**src/hw/rtl/mpwm_pkg.sv**
```systemverilog
// mpwm_pkg: constants, codes, types and the channel level rule of the PWM generator.
// Depends on nothing; used by the interfaces, the top level, the skid stage and the checker.
`default_nettype none

package mpwm_pkg;

  localparam int unsigned NUM_CHANNELS = 16;
  localparam int unsigned COUNT_BITS   = 12;
  localparam int unsigned WORD_W       = COUNT_BITS + 1;
  localparam int unsigned LEVEL_W      = 16;
  localparam int unsigned POS_W        = 12;
  localparam int unsigned ACTION_W     = 3;
  localparam int unsigned CHANNEL_W    = 4;
  localparam int unsigned PRESCALE_W   = 8;

  localparam int unsigned APB_ADDR_W = 3;
  localparam int unsigned APB_DATA_W = 32;

  localparam logic [APB_ADDR_W-1:0] REG_PRESCALE_ADDR = '0;

  localparam logic [PRESCALE_W-1:0] PRESCALE_RESET = PRESCALE_W'(30);
  localparam logic [PRESCALE_W-1:0] PRESCALE_MIN   = PRESCALE_W'(3);

  localparam logic [WORD_W-1:0] FULL_FLAG = WORD_W'(1) << COUNT_BITS;

  typedef enum logic [ACTION_W-1:0] {
    ACT_TICK    = 3'd0,
    ACT_WRITE   = 3'd1,
    ACT_ALL_OFF = 3'd2,
    ACT_SLEEP   = 3'd3,
    ACT_WAKE    = 3'd4
  } action_e;

  typedef struct packed {
    logic [LEVEL_W-1:0] levels;
    logic [POS_W-1:0]   period_position;
    logic               sleeping;
  } result_t;

  // Level of one channel at counter position pos.
  function automatic logic channel_level(input logic [WORD_W-1:0]     on_w,
                                         input logic [WORD_W-1:0]     off_w,
                                         input logic [COUNT_BITS-1:0] pos);
    logic [COUNT_BITS-1:0] a;
    logic [COUNT_BITS-1:0] b;
    logic                  lvl;
    a = on_w[COUNT_BITS-1:0];
    b = off_w[COUNT_BITS-1:0];
    if (off_w[COUNT_BITS]) begin
      lvl = 1'b0;
    end else if (on_w[COUNT_BITS]) begin
      lvl = 1'b1;
    end else if (a == b) begin
      lvl = 1'b0;
    end else if (a < b) begin
      lvl = (pos >= a) && (pos < b);
    end else begin
      lvl = (pos >= a) || (pos < b);
    end
    return lvl;
  endfunction

endpackage

`default_nettype wire

```
**src/hw/rtl/mpwm_if.sv**
```systemverilog
// mpwm_in_if / mpwm_out_if: valid/ready channels for command words and result words.
// Depends on mpwm_pkg for field widths.
`default_nettype none

interface mpwm_in_if;
  logic                                valid;
  logic                                ready;
  logic [mpwm_pkg::ACTION_W-1:0]       action;
  logic [mpwm_pkg::CHANNEL_W-1:0]      channel;
  logic [mpwm_pkg::WORD_W-1:0]         on_count;
  logic [mpwm_pkg::WORD_W-1:0]         off_value;

  modport source (output valid, action, channel, on_count, off_value, input ready);
  modport sink   (input valid, action, channel, on_count, off_value, output ready);
endinterface

interface mpwm_out_if;
  logic                                valid;
  logic                                ready;
  logic [mpwm_pkg::LEVEL_W-1:0]        levels;
  logic [mpwm_pkg::POS_W-1:0]          period_position;
  logic                                sleeping;

  modport source (output valid, levels, period_position, sleeping, input ready);
  modport sink   (input valid, levels, period_position, sleeping, output ready);
endinterface

`default_nettype wire

```
**src/hw/rtl/mpwm_skid.sv**
```systemverilog
// mpwm_skid: two-entry output stage (result register plus skid register).
// Depends on mpwm_pkg (result_t) and mpwm_out_if.
`default_nettype none

module mpwm_skid (
  input  logic                 clk_i,
  input  logic                 rst_ni,
  input  logic                 push_valid_i,
  input  mpwm_pkg::result_t    push_data_i,
  output logic                 push_ready_o,
  mpwm_out_if.source           out_o
);

  logic              out_valid_q, out_valid_d;
  logic              skid_valid_q, skid_valid_d;
  mpwm_pkg::result_t out_data_q, out_data_d;
  mpwm_pkg::result_t skid_data_q, skid_data_d;
  logic              push;

  // Free while the skid entry is empty.
  assign push_ready_o = !skid_valid_q;
  assign push         = push_valid_i && !skid_valid_q;

  always_comb begin
    out_valid_d  = out_valid_q;
    out_data_d   = out_data_q;
    skid_valid_d = skid_valid_q;
    skid_data_d  = skid_data_q;
    if (!out_valid_q || out_o.ready) begin
      if (skid_valid_q) begin
        out_valid_d  = 1'b1;
        out_data_d   = skid_data_q;
        skid_valid_d = 1'b0;
      end else begin
        out_valid_d = push;
        if (push) begin
          out_data_d = push_data_i;
        end
      end
    end else if (push) begin
      skid_valid_d = 1'b1;
      skid_data_d  = push_data_i;
    end
  end

  always_ff @(posedge clk_i or negedge rst_ni) begin
    if (!rst_ni) begin
      out_valid_q  <= 1'b0;
      skid_valid_q <= 1'b0;
    end else begin
      out_valid_q  <= out_valid_d;
      skid_valid_q <= skid_valid_d;
    end
  end

  always_ff @(posedge clk_i) begin
    out_data_q  <= out_data_d;
    skid_data_q <= skid_data_d;
  end

  assign out_o.valid           = out_valid_q;
  assign out_o.levels          = out_data_q.levels;
  assign out_o.period_position = out_data_q.period_position;
  assign out_o.sleeping        = out_data_q.sleeping;

endmodule

`default_nettype wire

```
**src/hw/rtl/multichannel_pwm_generator.sv**
```systemverilog
// Multichannel PWM generator: one command word in, one result word out, per cycle while
// neither side stalls. Each result word is registered in the output stage. Throughput:
// one command word per cycle while in_i.ready is high. When out_o stalls, the two-entry
// output stage takes one more word into skid, then in_i.ready drops until skid empties.
// Reset: prescale 30, counters zero, all channels full off, block asleep, no words held.
// Depends on mpwm_pkg, mpwm_if (mpwm_in_if, mpwm_out_if) and mpwm_skid.
`default_nettype none

module multichannel_pwm_generator (
  input  logic                              clk_i,
  input  logic                              rst_ni,
  // APB register port
  input  logic                              psel,
  input  logic                              penable,
  input  logic                              pwrite,
  input  logic [mpwm_pkg::APB_ADDR_W-1:0]   paddr,
  input  logic [mpwm_pkg::APB_DATA_W-1:0]   pwdata,
  output logic [mpwm_pkg::APB_DATA_W-1:0]   prdata,
  output logic                              pready,
  // word channels
  mpwm_in_if.sink                           in_i,
  mpwm_out_if.source                        out_o
);

  localparam int unsigned NCH = mpwm_pkg::NUM_CHANNELS;
  localparam int unsigned CB  = mpwm_pkg::COUNT_BITS;
  localparam int unsigned WW  = mpwm_pkg::WORD_W;
  localparam int unsigned PW  = mpwm_pkg::PRESCALE_W;
  localparam int unsigned AW  = mpwm_pkg::APB_ADDR_W;

  // ---------------------------------------------------------------------------
  // Register port: single prescale register, no wait states.
  // Decoded on the word index; the byte lane bits are ignored.
  // ---------------------------------------------------------------------------
  logic [PW-1:0] prescale_q;
  logic          reg_sel;
  logic          reg_wr;

  assign pready  = 1'b1;
  assign reg_sel = (paddr[AW-1:2] == mpwm_pkg::REG_PRESCALE_ADDR[AW-1:2]);
  assign reg_wr  = psel && penable && pwrite && reg_sel;

  always_ff @(posedge clk_i or negedge rst_ni) begin
    if (!rst_ni) begin
      prescale_q <= mpwm_pkg::PRESCALE_RESET;
    end else if (reg_wr) begin
      prescale_q <= pwdata[PW-1:0];
    end
  end

  always_comb begin
    prdata = '0;
    if (reg_sel) begin
      prdata[PW-1:0] = prescale_q;
    end
  end

  // ---------------------------------------------------------------------------
  // Core state
  // ---------------------------------------------------------------------------
  logic [PW-1:0]  div_q, div_d;
  logic [CB-1:0]  pos_q, pos_d;
  logic           asleep_q, asleep_d;
  logic [WW-1:0]  on_q  [NCH];
  logic [WW-1:0]  on_d  [NCH];
  logic [WW-1:0]  off_q [NCH];
  logic [WW-1:0]  off_d [NCH];

  logic              accept;
  logic              push_ready;
  logic [PW-1:0]     eff_prescale;
  mpwm_pkg::result_t result;

  assign accept       = in_i.valid && push_ready;
  assign in_i.ready   = push_ready;
  // prescale below the minimum behaves as the minimum
  assign eff_prescale = (prescale_q < mpwm_pkg::PRESCALE_MIN) ? mpwm_pkg::PRESCALE_MIN
                                                                : prescale_q;

  always_comb begin
    div_d    = div_q;
    pos_d    = pos_q;
    asleep_d = asleep_q;
    for (int i = 0; i < NCH; i++) begin
      on_d[i]  = on_q[i];
      off_d[i] = off_q[i];
    end
    if (accept) begin
      case (mpwm_pkg::action_e'(in_i.action))
        mpwm_pkg::ACT_TICK: begin
          // ticks while asleep are dropped
          if (!asleep_q) begin
            if (div_q >= eff_prescale) begin
              div_d = '0;
              pos_d = pos_q + CB'(1);
            end else begin
              div_d = div_q + PW'(1);
            end
          end
        end
        mpwm_pkg::ACT_WRITE: begin
          // one write enable per lane
          for (int i = 0; i < NCH; i++) begin
            if (32'(in_i.channel) == i) begin
              on_d[i]  = in_i.on_count;
              off_d[i] = in_i.off_value;
            end
          end
        end
        mpwm_pkg::ACT_ALL_OFF: begin
          for (int i = 0; i < NCH; i++) begin
            on_d[i]  = '0;
            off_d[i] = mpwm_pkg::FULL_FLAG;
          end
        end
        mpwm_pkg::ACT_SLEEP: begin
          asleep_d = 1'b1;
        end
        mpwm_pkg::ACT_WAKE: begin
          // wake restarts both counters even when already awake
          asleep_d = 1'b0;
          div_d    = '0;
          pos_d    = '0;
        end
        default: begin
        end
      endcase
    end
  end

  // Result reflects the state after the command: one comparator pair per lane.
  always_comb begin
    result = '0;
    result.period_position = mpwm_pkg::POS_W'(pos_d);
    result.sleeping        = asleep_d;
    for (int i = 0; i < NCH && i < mpwm_pkg::LEVEL_W; i++) begin
      result.levels[i] = !asleep_d && mpwm_pkg::channel_level(on_d[i], off_d[i], pos_d);
    end
  end

  always_ff @(posedge clk_i or negedge rst_ni) begin
    if (!rst_ni) begin
      div_q    <= '0;
      pos_q    <= '0;
      asleep_q <= 1'b1;
      for (int i = 0; i < NCH; i++) begin
        on_q[i]  <= '0;
        off_q[i] <= mpwm_pkg::FULL_FLAG;
      end
    end else begin
      div_q    <= div_d;
      pos_q    <= pos_d;
      asleep_q <= asleep_d;
      for (int i = 0; i < NCH; i++) begin
        on_q[i]  <= on_d[i];
        off_q[i] <= off_d[i];
      end
    end
  end

  // ---------------------------------------------------------------------------
  // Output stage
  // ---------------------------------------------------------------------------
  mpwm_skid u_skid (
    .clk_i        (clk_i),
    .rst_ni       (rst_ni),
    .push_valid_i (in_i.valid),
    .push_data_i  (result),
    .push_ready_o (push_ready),
    .out_o        (out_o)
  );

endmodule

`default_nettype wire

```
**src/flat_wrapper.sv**
```systemverilog
// flat-port wrapper written by rule: the top's interface ports become plain ports
module multichannel_pwm_generator_flat 
  (clk_i, rst_ni, psel, penable, pwrite, paddr, pwdata, prdata, pready, in_i_valid, in_i_action, in_i_channel, in_i_on_count, in_i_off_value, in_i_ready, out_o_valid, out_o_levels, out_o_period_position, out_o_sleeping, out_o_ready);
  mpwm_in_if in_i_i ();
  mpwm_out_if out_o_i ();
  input  logic clk_i;
  input  logic rst_ni;
  input  logic psel;
  input  logic penable;
  input  logic pwrite;
  input  logic [mpwm_pkg::APB_ADDR_W-1:0] paddr;
  input  logic [mpwm_pkg::APB_DATA_W-1:0] pwdata;
  output logic [mpwm_pkg::APB_DATA_W-1:0] prdata;
  output logic pready;
  input wire logic [$bits(in_i_i.valid)-1:0] in_i_valid;
  input wire logic [$bits(in_i_i.action)-1:0] in_i_action;
  input wire logic [$bits(in_i_i.channel)-1:0] in_i_channel;
  input wire logic [$bits(in_i_i.on_count)-1:0] in_i_on_count;
  input wire logic [$bits(in_i_i.off_value)-1:0] in_i_off_value;
  output wire logic [$bits(in_i_i.ready)-1:0] in_i_ready;
  output wire logic [$bits(out_o_i.valid)-1:0] out_o_valid;
  output wire logic [$bits(out_o_i.levels)-1:0] out_o_levels;
  output wire logic [$bits(out_o_i.period_position)-1:0] out_o_period_position;
  output wire logic [$bits(out_o_i.sleeping)-1:0] out_o_sleeping;
  input wire logic [$bits(out_o_i.ready)-1:0] out_o_ready;
  assign in_i_i.valid = in_i_valid;
  assign in_i_i.action = in_i_action;
  assign in_i_i.channel = in_i_channel;
  assign in_i_i.on_count = in_i_on_count;
  assign in_i_i.off_value = in_i_off_value;
  assign in_i_ready = in_i_i.ready;
  assign out_o_valid = out_o_i.valid;
  assign out_o_levels = out_o_i.levels;
  assign out_o_period_position = out_o_i.period_position;
  assign out_o_sleeping = out_o_i.sleeping;
  assign out_o_i.ready = out_o_ready;
  multichannel_pwm_generator u_core (.clk_i(clk_i), .rst_ni(rst_ni), .psel(psel), .penable(penable), .pwrite(pwrite), .paddr(paddr), .pwdata(pwdata), .prdata(prdata), .pready(pready), .in_i(in_i_i), .out_o(out_o_i));
endmodule
```
**config.mk**
```make
export PLATFORM = sky130hd
export DESIGN_NAME = multichannel_pwm_generator_flat
export DESIGN_NICKNAME = d
export VERILOG_FILES = /design/src/hw/rtl/mpwm_pkg.sv /design/src/hw/rtl/mpwm_if.sv /design/src/hw/rtl/mpwm_skid.sv /design/src/hw/rtl/multichannel_pwm_generator.sv /design/src/flat_wrapper.sv
export SDC_FILE = /design/constraint.sdc
export NUM_CORES = 1
export LEC_CHECK = 0
export BUFFER_PORTS_ARGS = -buffer_cell sky130_fd_sc_hd__buf_2
export CORE_ASPECT_RATIO = 2
export CORE_UTILIZATION = 55
export DETAILED_ROUTE_END_ITERATION = 7
export HOLD_SLACK_MARGIN = 0.03
export PLACE_DENSITY = 0.76
export SLEW_MARGIN = 20
export SYNTH_ARGS = -nofsm -noshare
export SYNTH_HDL_FRONTEND = slang
export SYNTH_HIERARCHICAL = 1
export SYNTH_SLANG_ARGS = --single-unit
```
**constraint.sdc**
```tcl
create_clock -name clk_i -period 20 [get_ports clk_i]
set_clock_uncertainty 0.05 [all_clocks]
set_input_delay 1 -clock clk_i [delete_from_list [all_inputs] [get_ports clk_i]]
set_output_delay 1 -clock clk_i [all_outputs]
set_load 0.02 [all_outputs]
```
# After elaboration in Yosys (flattened, before gate mapping)

Index checks and enable logic that the tools add are counted.

Magnitude comparators: 50
Add/subtract/negate cells: 2
Multiplexer cells: 116
Reductions and logical operators: 64
Bitwise gates (word level): 2
Eq/ne operators: 36

Operator list:

| kind                                                        | count |
|---|---|
| case mux 208 bit (2 select lines)                           | 2 |
| two-way mux 13 bit                                          | 32 |
| two-way mux 208 bit                                         | 2 |
| less-than comparator 12 bit                                 | 32 |
| equality test 12 bit                                        | 16 |
| >= comparator 12 bit                                        | 16 |
| two-way mux 1 bit                                           | 68 |
| two-way mux 29 bit                                          | 2 |
| logical AND 1 bit                                           | 36 |
| two-way mux 12 bit                                          | 3 |
| equality test 4 bit (second input constant)                 | 8 |
| two-way mux 8 bit                                           | 4 |
| case mux 12 bit (2 select lines)                            | 1 |
| logical OR 1 bit                                            | 17 |
| equality test 4 x 3 -> 1 bit (second input constant)        | 4 |
| case mux 8 bit (2 select lines)                             | 1 |
| adder 12 x 1 -> 12 bit (second input constant)              | 1 |
| adder 8 x 1 -> 8 bit (second input constant)                | 1 |
| equality test 4 x 2 -> 1 bit (second input constant)        | 2 |
| >= comparator 8 bit                                         | 1 |
| less-than comparator 8 x 2 -> 1 bit (second input constant) | 1 |
| equality test 3 x 2 -> 1 bit (second input constant)        | 2 |
| nonzero test 2 bit                                          | 3 |
| equality test 4 x 1 -> 1 bit (second input constant)        | 1 |
| 10 further kinds                                            | 14 |

Word-level logic and storage cells: 314
Input bits: 75
Register bits after elaboration: 505
Output and inout bits: 64

# Longest topological paths before layout

Gate-level depths: netlist (run 1).

Word-level depth: 16
Gate-level depth with buffers: 23

# Cells and area by module

The synthesis (run 1) kept the hierarchy.

Modules (own cells, without submodules):

| module                     | cells an instance | times used | area an instance (µm²) |
|---|---|---|---|
| multichannel_pwm_generator | 3088              | 1          | 30205.2 |
| mpwm_skid                  | 99                | 1          | 2187.1 |

# Least setup slack after synthesis (run 1)

OpenSTA, ideal clock, no wires.

Kind: register to register
From: register u_core.prescale_q[4]
To: register u_core.u_skid.out_data_q, in the netlist u_core/u_skid/out_o.levels[8] (data pin)
Data arrival time: 5997 ps
Buffers on the path: 0
Path slack: 13693 ps
Data required time: 19690 ps
Cell stages (with the launch flop): 23
Cells stage by stage: dfstp_2 -> nor2_1 -> a31o_2 -> ha_1 -> nand2b_1 -> a2111oi_2 -> o31a_1 -> nor2_1 -> nand2_1 -> nor2_1 -> nand3_1 -> o21ai_0 -> ha_1 -> nand4_1 -> nor2_1 -> a21oi_1 -> o21ai_0 -> o21ai_0 -> nand2_1 -> a211o_1 -> a21oi_1 -> a21oi_1 -> mux2_2

RTL lines:

| element                | RTL line                         | text |
|---|---|---|
| from (decl)            | multichannel_pwm_generator.sv:35 | `logic [PW-1:0] prescale_q;` |
| from (signal assigned) | multichannel_pwm_generator.sv:45 | `prescale_q <= mpwm_pkg::PRESCALE_RESET;` |
| from (signal assigned) | multichannel_pwm_generator.sv:47 | `prescale_q <= pwdata[PW-1:0];` |
| to (signal assigned)   | mpwm_skid.sv:57                  | `out_data_q <= out_data_d;` |
| to (decl)              | mpwm_skid.sv:16                  | `mpwm_pkg::result_t out_data_q, out_data_d;` |

==> results.py, run 1 <==
metrics = {
    "flow_run": {
        "cap_violations": 0,
    },
    "setup_path": {
        "critPathRequiredTime_ps": 20420,
        "endpoint_kind": "register",
        "cp.arrival_ps": 6980,
        "critical_path_class": "register to register",
        "crit_path_max_fanout": 16,
        "cp-start-kind": "register",
    },
    "finish": {
        "final_cell_mix": "ha_1 (525), dfrtp_1 (426), inv_1 (402)",
        "final_area_mm2": 0.0355,
        "area_growth_pct": 9.67,
        "layout.nets": 3843,
        "final_common_cell": "ha_1",
        "drive_gt1_share_pct": 11.4,
        "fillerInstances": 4688,
    },
    "hold_path": {
        "hp-class": "primary input to asynchronous set/reset pin",
    },
    "global_route": {
        "grt_pass1_wl_um": 157000,
        "grt_use_total_pct": 34.4,
        "grt_pass1_vias": 28400,
        "overflow": 0,
        "grt_max_degree": 182,
        "antenna_found_initial": 9,
    },
    "place": {
        "numPortBuffers": 87,
        "dp_hpwl_um": 66700,
        "placed_area_mm2": 0.0338,
        "dp_slack_ps": 13390,
        "place_congestion": 0.907,
    },
    "pwr": {
        "p_per_area_mw_per_mm2": 70.8,
        "peakVddDrop_v": 0.0000591,
        "power_mw": 2.52,
        "cellLeakagePower_nw": 20.2,
    },
    "sta": {
        "rsz0062_at_grt": "no",
        "finalWorstSetupSlack_ps": 13440,
        "hold_viol": 0,
        "final.min_clock_period_ps": 6560,
        "max-slew-margin-rel_pct": 31.6,
        "worst_slew_pin_slew_ps": 1030,
        "setup_viol": 0,
        "finalCritPeriodShare_pct": 32.8,
        "slew_violations": 0,
        "tns_ps": 0,
        "clock.fmax_ghz": 0.152,
        "fin_hold_ws_ps": 450,
    },
    "clock_network": {
        "cts_tree": "yes",
        "postCtsSetupBuffers": 0,
        "cts_resized": 0,
        "cts_hold_buf": 0,
        "clk_path_buf_depth": 3,
        "numClockSinks": 505,
        "root_buffer": "clkbuf_16",
        "cts_buffers": 47,
        "clk_latency_ps": 600,
        "clk_pin_slew_ps": 70,
        "htree_levels": 2,
    },
    "synth": {
        "avgSynthCellArea_um2": 10.2,
        "ys_top_cells_by_area": "dfrtp_1 (33%), ha_1 (20%), a22oi_1 (8.3%)",
        "async_flop_share_pct": 88.5,
        "synth_edf_count": 58,
        "ys_seq_area_share_pct": 40.0,
        "ys_ff_latch": 505,
        "synth_cell_type_count": 85,
        "yosysTopAreaCell": "dfrtp_1",
        "yosys.area.top_type_share_pct": 32.9,
        "synth_cells": 3187,
        "syn_area_mm2": 0.0324,
        "synth_ff_type": "dfrtp_1",
        "yosys_warnings": 6,
    },
    "floorplanning": {
        "die_w_um": 174,
        "row_count": 125,
        "ios": 139,
        "start_util_pct": 55.7,
        "core-area_mm2": 0.0582,
        "dieArea_mm2": 0.0599,
        "die_h_um": 345,
    },
    "detailed_routing": {
        "drtIter0Drc": 2361,
        "drc": 0,
        "num_vias": 27100,
        "ant_nets": 0,
        "avgViaCountPerCell": 6.69,
        "wl_per_cell_um": 25.5,
        "wl_um": 103000,
        "drtPass1Iterations": 6,
    },
    "run_status": {
        "outcome": "completed",
    },
}
## through the flow
stage | std cells | util [%]
5_1_grt | 4044 | 61.0
3_5_place_dp | 3955 | 58.2
4_1_cts | 4042 | 61.0
2_1_floorplan | 3210 | -
3_3_place_gp | 3955 | 58.2
6_report | 4048 | 61.1
## cells by family (layout without fill, tap and decap cells)
kind of cell             after synthesis  count (layout)  share of synthesized area [%]
multiplexers                          44              44                           1.50
AO/OA/AOI/OAI                        950             950                           21.1
AND/OR/NAND/NOR                      529             529                           8.58
buffers and inverters                587             658                           7.27
other                                  2              30                         0.0232
adder cells (fa/ha/maj)              544             544                           20.9
flip-flops                           505             505                           40.0
XOR/XNOR                              26              26                          0.703
## layout make-up
cell class | instances | area [µm²] | area share [%]
Multi-Input combinational cell | 2118 | 17400 | 49.0
Sequential cell | 505 | 13000 | 36.5
Inverter | 409 | 1540 | 4.32
Clock buffer | 75 | 1410 | 3.98
Timing Repair Buffer | 162 | 1040 | 2.94
Tap cell | 762 | 953 | 2.68
Clock inverter | 12 | 214 | 0.602
Antenna cell | 5 | 12.5 | 0.0352
## worst paths after layout
kind | slack [ps] | start | cells past startpoint | endpoint
max in group asynchronous | 17840 | rst_ni | 2 | u_core/prescale_q[7]$_DFFE_PN0P_
min | 450 | rst_ni | 1 | u_core/on_q[121]$_DFF_PN0_
max reg2reg | 13440 | u_core/prescale_q[2]$_DFFE_PN1P_ | 22 | u_core/u_skid/out_o.levels[4]$_DFFE_PP_
max | 13440 | u_core/prescale_q[2]$_DFFE_PN1P_ | 22 | u_core/u_skid/out_o.levels[4]$_DFFE_PP_
min in group clk_i | 450 | u_core/div_q[7]$_DFFE_PN0P_ | 1 | u_core/div_q[7]$_DFFE_PN0P_
min reg2reg | 450 | u_core/div_q[7]$_DFFE_PN0P_ | 1 | u_core/div_q[7]$_DFFE_PN0P_
## worst max-delay path, stage by stage, from the launching register on
cell	delay (ps)
dfstp_2	560
nor2_1	80
a31o_2	240
ha_1	260
nand2b_1	110
a2111oi_2	90
o31ai_2	510
a31oi_1	420
nor2_4	670
clkinv_1	340
buf_4	380
ha_1	370
a21o_1	160
a21o_1	170
a21oi_1	170
o21ai_0	140
a21o_1	190
a221o_1	340
a31o_2	220
maj3_1	350
a21oi_1	180
o21a_1	220
mux2_2	180
## synthesized netlist by cell type, drive strengths merged, types with 5 or more instances
| cell type | n |
|---|---|
| a21oi | 136 |
| xnor2 | 19 |
| edfxtp | 58 |
| nor4 | 9 |
| a41oi | 6 |
| a31oi | 18 |
| nand2b | 22 |
| a211oi | 36 |
| a221o | 5 |
| dfstp | 21 |
| mux2 | 37 |
| nor3b | 10 |
| a22oi | 367 |
| o211ai | 24 |
| a221oi | 5 |
| o21ai | 93 |
| o31a | 7 |
| o21a | 30 |
| a31o | 8 |
| clkbuf | 129 |
| and4 | 8 |
| xor2 | 7 |
| maj3 | 19 |
| buf | 49 |
| o2111ai | 9 |
| a22o | 33 |
| nor2 | 103 |
| nor3 | 44 |
| nand2 | 109 |
| and3 | 39 |
| a211o | 5 |
| a2111oi | 9 |
| nand4 | 76 |
| ha | 525 |
| dfrtp | 426 |
| a21o | 129 |
| inv | 408 |
| nor2b | 28 |
| mux2i | 7 |
| o22ai | 5 |
| nand3 | 60 |
| o31ai | 5 |
## layer usage
layer	vias to the layer above	GRT usage [%]	wire, µm
met5	-	0	61
met4	10	31.0	9960
met3	551	7.31	9580
met2	1507	56.3	48500
met1	13200	37.2	35200
li1	11800	-	-
## where the power goes
group	switching [mW]	internal, mW	leakage [nW]	total (mW)
combinational	0.278	0.160	12.7	0.438
clock	0.409	0.561	0.787	0.970
sequential	0.0188	1.09	6.68	1.11
## state kept, by name, indices dropped and copies added (netlist names)
| name | flops |
|---|---|
| u_core/asleep_q | 1 |
| u_core/prescale_q | 8 |
| u_core/u_skid/out_o.levels | 16 |
| u_core/off_q | 208 |
| u_core/u_skid/skid_data_q | 29 |
| u_core/u_skid/skid_valid_q | 1 |
| u_core/u_skid/out_o.period_position | 12 |
| u_core/pos_q | 12 |
| u_core/on_q | 208 |
| u_core/u_skid/out_o.valid | 1 |
| u_core/u_skid/out_o.sleeping | 1 |
| u_core/div_q | 8 |
Note: power is estimated with default switching activity, not from simulation.
==> inputs of run 2 (changes only) <==
- ABC_AREA: unset -> 1
- clock period: 20 -> 6.4 ns (I/O delays scaled with it)
==> run 2 against run 1 <==
  * Routed wire length increased by 4.7%
  * Clock power increased to 3.2 times the previous value
  * Critical path type unchanged
  * Cell area increased by 5.8%
  * Synthesized cell count increased by 33%
  * Power increased to 3.8 times the previous value
  * Sequential power increased to 3.2 times the previous value
  * Worst hold slack got worse by 280 ps
  * Combinational power increased to 6.5 times the previous value
  * Worst setup slack got worse by 13000 ps
  * Critical endpoint is now u_core/u_skid/out_o.levels[0]$_DFFE_PP_
==> results.py, run 2 <==
metrics = {
    "pwr": {
        "p_per_area_mw_per_mm2": 254,
        "peakVddDrop_v": 0.000181,
        "cellLeakagePower_nw": 18.9,
    },
    "sta": {
        "finalWorstSetupSlack_ps": 734,
        "slew_violations": 0,
        "clock.fmax_ghz": 0.176,
        "tns_ps": 0,
        "rsz0062_at_grt": "no",
        "max-slew-margin-rel_pct": 17.9,
        "final.min_clock_period_ps": 5670,
        "finalCritPeriodShare_pct": 88.5,
        "hold_viol": 0,
        "worst_slew_pin_slew_ps": 1230,
        "setup_viol": 0,
    },
    "synth": {
        "avgSynthCellArea_um2": 8.07,
        "ys_top_cells_by_area": "dfrtp_1 (31%), ha_1 (19%), inv_1 (11%)",
        "synth_common_cells": "inv_1 (981), nand2_1 (789), ha_1 (525)",
        "synth_cell_type_count": 52,
        "ys_ff_latch": 505,
        "synth_cells": 4238,
        "syn_area_mm2": 0.0342,
        "synth_ff_type": "dfrtp_1",
        "synth_most_common_cell": "inv_1",
        "synth_edf_count": 58,
        "yosys_warnings": 6,
        "yosysTopAreaCell": "dfrtp_1",
        "async_flop_share_pct": 88.5,
        "yosys.area.top_type_share_pct": 31.2,
        "ys_seq_area_share_pct": 37.9,
    },
    "clock_network": {
        "clk_pin_slew_ps": 70,
        "htree_levels": 2,
        "cts_hold_buf": 13,
        "root_buffer": "clkbuf_16",
        "clk_path_buf_depth": 3,
        "clk_latency_ps": 610,
        "cts_buffers": 47,
        "numClockSinks": 505,
        "cts_resized": 0,
        "cts_tree": "yes",
        "postCtsSetupBuffers": 0,
    },
    "global_route": {
        "grt_use_total_pct": 34.7,
        "grt_pass1_wl_um": 165000,
        "overflow": 0,
        "antenna_found_initial": 1,
        "grt_max_degree": 180,
        "grt_pass1_vias": 30200,
    },
    "finish": {
        "layout.nets": 4938,
        "top_regs": "u_core/off_q x208, u_core/on_q x208, u_core/u_skid/skid_data_q x29",
        "fin_util_pct": 60.9,
        "drive_gt1_share_pct": 8.50,
        "final_common_cell": "inv_1",
        "final_cell_mix": "inv_1 (981), nand2_1 (788), ha_1 (525)",
        "final_area_mm2": 0.0376,
        "area_growth_pct": 9.90,
    },
    "detailed_routing": {
        "wl_um": 108000,
        "num_vias": 30300,
        "wl_per_cell_um": 21.0,
        "drtPass1Iterations": 8,
        "avgViaCountPerCell": 5.88,
        "drc": 0,
        "ant_nets": 0,
        "drtIter0Drc": 2348,
    },
    "floorplanning": {
        "start_util_pct": 55.5,
        "die_w_um": 178,
        "ios": 139,
        "row_count": 129,
        "core-area_mm2": 0.0617,
        "dieArea_mm2": 0.0632,
        "die_h_um": 355,
    },
    "setup_path": {
        "crit_path_max_fanout": 35,
        "endpoint_kind": "register",
        "cp.arrival_ps": 5960,
        "critical_path_class": "register to register",
        "critPathSlowestCell": "a2111oi_0",
        "cp-start-kind": "register",
        "cp_common_cell": "nand2_1",
        "critPathRequiredTime_ps": 6690,
        "max_stage_delay_ps": 510,
    },
    "place": {
        "dp_slack_ps": 939,
        "numPortBuffers": 87,
        "place_congestion": 0.927,
        "placed_area_mm2": 0.0358,
        "dp_hpwl_um": 70600,
    },
    "flow_run": {
        "cap_violations": 0,
    },
    "run_status": {
        "outcome": "completed",
    },
    "hold_path": {
        "hp-class": "primary input to register",
    },
}
-- run 2: cell types whose count changed in the layout (fill, tap and decap cells not counted), sizes merged, moves of 22 or more --
cell    before   now
nand2      109   794
nor2b       28     0
nand3       60    93
a22oi      367     4
inv        407  1021
a21oi      136   268
nand2b      22     0
nor2       103   185
and3        39     0
o22ai        5   350
mux2        37     0
a21o       129    14
a22o        33     0
-- run 2: report_power, final --
part	internal, mW	switching, mW
combinational	0.979	1.86
sequential	3.50	0.0830
clock	1.81	1.33
-- run 2: cells by family after synthesis --
logic type | share of synthesized area [%]
buffers and inverters | 13.4
adder cells (fa/ha/maj) | 19.2
AO/OA/AOI/OAI | 15.3
XOR/XNOR | 0.0256
AND/OR/NAND/NOR | 14.2
flip-flops | 37.9
other | 0.0220
-- run 2: per-stage QoR --
step                      hold slack [ps]  instances  total power, mW
after CTS                             114       5162             9.54
after floorplan                     -25.6       4261             5.56
after global placement                408       5062             6.32
after global routing                  145       5162             10.1
after detailed placement              415       5062             6.40
final                                 165       5163             9.56
-- run 2: path summary, 6_finish.rpt --
| kind | start | to | slack [ps] | cells after the start |
|---|---|---|---|---|
| setup reg to reg | u_core/prescale_q[4]$_DFFE_PN1P_ | u_core/u_skid/out_o.levels[0]$_DFFE_PP_ | 730 | 28 |
| max in group asynchronous | rst_ni | u_core/on_q[64]$_DFF_PN0_ | 4390 | 3 |
| min in group asynchronous | rst_ni | u_core/off_q[120]$_DFF_PN0_ | 320 | 2 |
| hold reg to reg | u_core/prescale_q[1]$_DFFE_PN1P_ | u_core/prescale_q[1]$_DFFE_PN1P_ | 470 | 2 |
| setup / recovery | u_core/prescale_q[4]$_DFFE_PN1P_ | u_core/u_skid/out_o.levels[0]$_DFFE_PP_ | 730 | 28 |
| hold / removal | in_i_action[0] | u_core/asleep_q$_DFF_PN1_ | 160 | 3 |
-- run 2: critical path, delay by kind of cell, from the launching register on --
| family | cells | cell delay [ps] |
|---|---|---|
| buf+inv | 2 | 310 |
| compound gates | 6 | 1650 |
| simple gates | 18 | 2260 |
| flops | 1 | 360 |
| fa+ha+maj | 2 | 690 |
-- run 2: metal layers --
layer,wire length (µm),GRT usage (%),vias up
met5,9,0,-
met4,10600,29.1,2
li1,-,-,14000
met1,37000,37.9,14400
met3,8600,5.70,525
met2,51900,58.3,1379
-- run 2: cell type report --
type	count	area [µm²]
sequential	505	13000
fill	5383	24100
clock inverter	25	357
clock buffer	62	1320
multi-input combinational	2578	16800
tap	786	983
inverter	1027	3860
antenna	1	2.50
timing repair buffer	179	1260
